`src/rtl/bpc_pkg.sv`:
```
// ============================================================================
// bpc_pkg
// Shared constants for the barometric pressure and temperature compensation
// pipeline: register indexes, port widths, divider sizes and compensation constants.
// ============================================================================
package bpc_pkg;

  // Configuration register indexes
  localparam logic [2:0] REG_AC123 = 3'd0;
  localparam logic [2:0] REG_AC456 = 3'd1;
  localparam logic [2:0] REG_B1B2  = 3'd2;
  localparam logic [2:0] REG_MCMD  = 3'd3;
  localparam logic [2:0] REG_OSS   = 3'd4;

  // Port widths
  localparam int CFG_IDX_W  = 3;
  localparam int CFG_DATA_W = 48;
  localparam int IN_DATA_W  = 40;
  localparam int OUT_DATA_W = 40;

  // Temperature divider: |MC| * 2048 over |X1 + MD|
  localparam int TDIV_NUM_W  = 27;
  localparam int TDIV_DEN_W  = 18;
  localparam int TDIV_SIDE_W = 40;

  // Pressure divider: B7 (or 2 * B7) over B4
  localparam int PDIV_NUM_W  = 32;
  localparam int PDIV_DEN_W  = 33;
  localparam int PDIV_SIDE_W = 18;

  // Compensation constants
  localparam int B6_OFFSET   = 4000;
  localparam int P_SQ_COEF   = 3038;
  localparam int P_LIN_COEF  = 7357;
  localparam int P_OFFSET    = 3791;
  localparam int PRESS_SCALE = 50000;
  localparam int B4_BIAS     = 32768;
  localparam int PRESS_MAX   = 262143;

endpackage

```
`src/rtl/bpc_div.sv`:
```
// ============================================================================
// bpc_div
// Fully pipelined unsigned restoring divider. One quotient bit is settled
// per stage, so a new division enters every enabled cycle. A side vector
// travels alongside each division.
// ============================================================================
module bpc_div import bpc_pkg::*; #(
  parameter int NumW  = TDIV_NUM_W,
  parameter int DenW  = TDIV_DEN_W,
  parameter int SideW = TDIV_SIDE_W
) (
  input  logic             clk,
  input  logic             rst_n,
  input  logic             en,
  input  logic             in_valid,
  input  logic [NumW-1:0]  in_num,
  input  logic [DenW-1:0]  in_den,
  input  logic [SideW-1:0] in_side,
  output logic             out_valid,
  output logic [NumW-1:0]  out_quo,
  output logic [SideW-1:0] out_side
);

  // Per stage: dividend bits still to shift out, with quotient bits shifted in
  logic [NumW-1:0]  nq_r   [NumW];
  logic [SideW-1:0] side_r [NumW];
  logic             vld_r  [NumW];
  logic [DenW-1:0]  rem_r  [NumW-1];
  logic [DenW-1:0]  den_r  [NumW-1];

  for (genvar g = 0; g < NumW; g++) begin : g_stage
    logic [NumW-1:0]  src_nq;
    logic [SideW-1:0] src_side;
    logic             src_vld;
    logic [DenW-1:0]  src_rem;
    logic [DenW-1:0]  src_den;
    logic [DenW:0]    trial;
    logic             ge;

    if (g == 0) begin : g_first
      assign src_nq   = in_num;
      assign src_side = in_side;
      assign src_vld  = in_valid;
      assign src_rem  = '0;
      assign src_den  = in_den;
    end else begin : g_next
      assign src_nq   = nq_r[g-1];
      assign src_side = side_r[g-1];
      assign src_vld  = vld_r[g-1];
      assign src_rem  = rem_r[g-1];
      assign src_den  = den_r[g-1];
    end

    // Bring down the next dividend bit and try one subtraction.
    assign trial = {src_rem, src_nq[NumW-1]};
    assign ge    = (trial >= {1'b0, src_den});

    always_ff @(posedge clk) begin
      if (!rst_n) begin
        vld_r[g] <= 1'b0;
      end else if (en) begin
        vld_r[g] <= src_vld;
      end
    end

    always_ff @(posedge clk) begin
      if (en) begin
        nq_r[g]   <= {src_nq[NumW-2:0], ge};
        side_r[g] <= src_side;
      end
    end

    if (g < NumW - 1) begin : g_rem
      always_ff @(posedge clk) begin
        if (en) begin
          rem_r[g] <= ge ? DenW'(trial - {1'b0, src_den}) : trial[DenW-1:0];
          den_r[g] <= src_den;
        end
      end
    end
  end

  assign out_valid = vld_r[NumW-1];
  assign out_quo   = nq_r[NumW-1];
  assign out_side  = side_r[NumW-1];

endmodule

```
`config.mk`:
```
export PLATFORM = sky130hd
export DESIGN_NAME = bpc_div
export DESIGN_NICKNAME = d
export VERILOG_FILES = /design/src/rtl/bpc_pkg.sv /design/src/rtl/bpc_div.sv
export SDC_FILE = /design/constraint.sdc
export NUM_CORES = 2
export LEC_CHECK = 0
export BUFFER_PORTS_ARGS = -buffer_cell sky130_fd_sc_hd__buf_2
export CAP_MARGIN = 30
export CORE_MARGIN = 1.5
export CORE_UTILIZATION = 25
export CTS_CLUSTER_DIAMETER = 40
export DETAILED_ROUTE_END_ITERATION = 8
export GPL_ROUTABILITY_DRIVEN = 0
export HOLD_SLACK_MARGIN = 0.06
export PLACE_DENSITY = 0.37
export SETUP_SLACK_MARGIN = 0.5
export SYNTH_ARGS = -nofsm -noshare
export SYNTH_HDL_FRONTEND = slang
export SYNTH_SLANG_ARGS = --single-unit
```
`constraint.sdc`:
```
create_clock -name clk -period 3.9 [get_ports clk]
set_clock_uncertainty 0.05 [all_clocks]
set_input_delay 1.17 -clock clk [delete_from_list [all_inputs] [get_ports clk]]
set_output_delay 1.17 -clock clk [all_outputs]
set_load 0.02 [all_outputs]
```
==> summary.md <==
| Metric | Value |
|---|---|
| Status | `finished, final reports clean` |
| Final worst setup slack | `0.521 ns` |
| Routed WL per cell | `16.4 um` |
| Die W | `674 um` |
| Largest net degree at the start of global routing | `95` |
| Clk sink count | `2,772` |
| Number of buffers created by CTS | `523` |
| Synth top cells by count | `edfxtp_1 (2,771), inv_1 (583), ha_1 (470)` |
| Crit share post-route | `86.6%` |
| # setup viols final | `0` |
| Share of the synthesized area in the top cell type | `74.0%` |
| DR WL met3 | `10.8 mm` |
| Max clock buf depth | `4` |
| Gate Count Post-Synth | `6,991` |
| Non-Filler Instances | `14,112` |
| Highest routed layer | `met4` |
| Max Cap Viol | `0` |
| CTS tree | `done` |
| R2R Setup Slk | `0.52 ns` |
| Relative slew margins | `40.7%` |
| #FFs+latches synth | `2,772` |
| Most frequent cell after synthesis | `edfxtp_1` |
| Total routed wirelength | `232 mm` |
| Synthesized cell area | `112,000 um2` |
| Die area | `454,000 um2` |
| Post-synthesis sequential area ratio | `74.0%` |
| Final hold slack | `0.303 ns` |
| Library cells used by synthesis | `89` |
| Initial antenna violation count | `12` |
| Cell Area, Placed | `122,000 um2` |
| Gr ovfl total | `0` |
| Core area | `448,000 um2` |
| Crit. End Element | `flop` |
| Net Count, Synth | `7,575` |
| Critical Path AT | `4.03 ns` |
| Initial DRT Pass Iterations | `5` |
| Fin. Hold Viols | `0` |
| Final #Nets | `8,309` |
| Fillers | `43,960` |
| I/O pin count | `157` |
| Rows | `246` |
| Final Power | `115 mW` |
| DRC | `0` |
| Layout Utilization | `31.3%` |
| Worst Setup SP | `den_r[0][235]` |
| Power density over the cells | `817 nW/um2` |
| Leakage power | `52.1 nW` |
| Metal2 WL | `106 mm` |
| Pins Over Slew Limit | `0` |
| Kind of critical path | `reg -> reg` |
| Async set-reset flop share out of synthesis | `0%` |
| Pre-CTS WS | `0.298 ns` |
| Worst-Margin Slew | `0.889 ns` |
| Post-synth EDFFs | `2,771` |
| Die height | `674 um` |
| Routed vias | `58,603` |
| RR Endpoint | `rem_r[0][257]` |
| Total number of yosys warnings | `0` |
| Vias in the first global route | `60,464` |
| CP startpoint kind | `flop` |
| Final Instance Area | `140,000 um2` |
| Crit path to | `rem_r[0][257]` |
| Post-synth top area cell | `edfxtp_1` |
| Vias/cell | `4.15` |
| Hold WC Path Type | `in -> reg` |
| Crit Reg-Reg Startpoint | `den_r[0][235]` |
| VDD IR-drop max | `492 uV` |
| Critical Path RT | `4.55 ns` |
| Dpl hpwl | `152 mm` |
| First-pass GRT wire length | `357 mm` |
| Setup TNS | `0 ns` |
| Detail Route Antenna Nets | `0` |
| Syn Area/Cell | `16.1 um2` |
| Buffers on Ports | `156` |
| Gr usage total | `9.93%` |
| Initial cell density of the core | `25.1%` |
| R2R depth | `11` |
| CTS clk-pin slew, worst paths | `0.05 ns` |
| Top FF cell, synth | `edfxtp_1` |
| Initial DRC Count | `3,616` |
| RSZ-0062 raised after global routing | `yes` |
| Root buf cell | `clkbuf_16` |
| Layout cells sized above 1 | `19.2%` |
| Met1 Wirelength | `107 mm` |
| Clk_lat worst skew | `1.00 ns` |
| Most area-consuming cells after synthesis | `edfxtp_1 (74%), ha_1 (5.2%), mux2_2 (2.6%)` |
| Min Tclk post-route | `3.38 ns` |
| Max Freq | `296 MHz` |
| Worst-path maximum fanout | `19` |
| Area delta synth->final | `24.8%` |
| Placed insts | `13,127` |
| H-tree lvl count | `6` |
[sequential cells by signal (all words and copies together), names as in the netlist]
signal  cells
den_r     468
nq_r      729
rem_r     468
side_r   1080
vld_r      27
[per-layer routing]
metal	GRT usage (%)	up-vias
li1	-	28275
met1	13.2	28607
met2	15.9	1182
met3	2.17	539
met4	3.79	0
met5	0	-
[cells by family after synthesis]
group	after synthesis	synth area share, %
AND/OR/NAND/NOR	1073	4.58
XOR/XNOR	319	2.49
AO/OA/AOI/OAI	1326	7.62
adder cells (fa/ha/maj)	495	5.68
flip-flops	2772	74.0
buffers and inverters	697	2.42
multiplexers	309	3.18
[cells in the final DEF (no fill, tap or decap), types with 40 or more instances in the layout]
cell        count
a211oi_1       45
edfxtp_1     2771
bufinv_16      68
inv_1         579
and3_1         63
clkinvlp_4     55
nor2_1        321
inv_6          54
xor2_1        113
buf_2         155
buf_12         40
a21o_1        176
mux2_2        255
nor2b_1        69
nor3_1         56
nand2_1       254
a21oi_1       402
clkbuf_16     530
nand2b_1       52
ha_1          467
nand4_1        60
clkinv_1       53
clkbuf_1       52
nand3_1       101
clkinv_2       63
buf_4         122
o21ai_0       258
o21a_1         81
xnor2_1       206
[critical path: stages (launching register included)]
cell,delay [ns]
edfxtp_1,0.40
inv_2,0.10
ha_1,0.24
nor2b_4,0.13
o31a_1,0.30
o41ai_4,0.38
o22ai_2,0.19
a21oi_2,0.24
a21oi_1,0.09
or4_4,0.53
buf_12,0.18
mux2_2,0.28
[timing repair]
item,4_1_cts,5_1_grt
resized for setup,4,60
cloned,0,3
hold buffers,0,0
pin swaps,2,15
setup buffers,3,19
setup endpoints to repair,85,177
[power by group]
| group | internal [mW] | leakage, nW | total [mW] | switching, mW |
|---|---|---|---|---|
| Combinational | 12.6 | 16.3 | 27.5 | 14.9 |
| Sequential | 38.7 | 27.1 | 41.3 | 2.53 |
| Clock | 29.7 | 8.67 | 45.8 | 16.1 |
| Total | 81.0 | 52.1 | 115 | 33.5 |
[area by class of cell]
class | count | area (um2) | area share, %
Multi-Input combinational cell | 3523 | 26800 | 19.1
Inverter | 583 | 2190 | 1.56
Clock buffer | 581 | 13400 | 9.57
Clock inverter | 377 | 4690 | 3.34
Tap cell | 5952 | 7450 | 5.31
Timing Repair Buffer | 322 | 2550 | 1.82
Antenna cell | 2 | 5.00 | 0.00357
Sequential cell | 2772 | 83200 | 59.3
[worst min path at each step]
stage / start / to / slack, ns / cells past startpoint
global route: in_side[3] / side_r[0][3] / 0.19 / 1
global placement: side_r[0][3] / side_r[1][3] / 0.35 / 0
finish: in_side[24] / side_r[0][24] / 0.30 / 1
CTS: in_side[28] / side_r[0][28] / 0.16 / 1
floorplan: nq_r[0][72] / nq_r[0][100] / 0.35 / 0
detailed placement: nq_r[0][115] / nq_r[0][143] / 0.35 / 0
No activity file was read; power rests on OpenSTA's default activity.
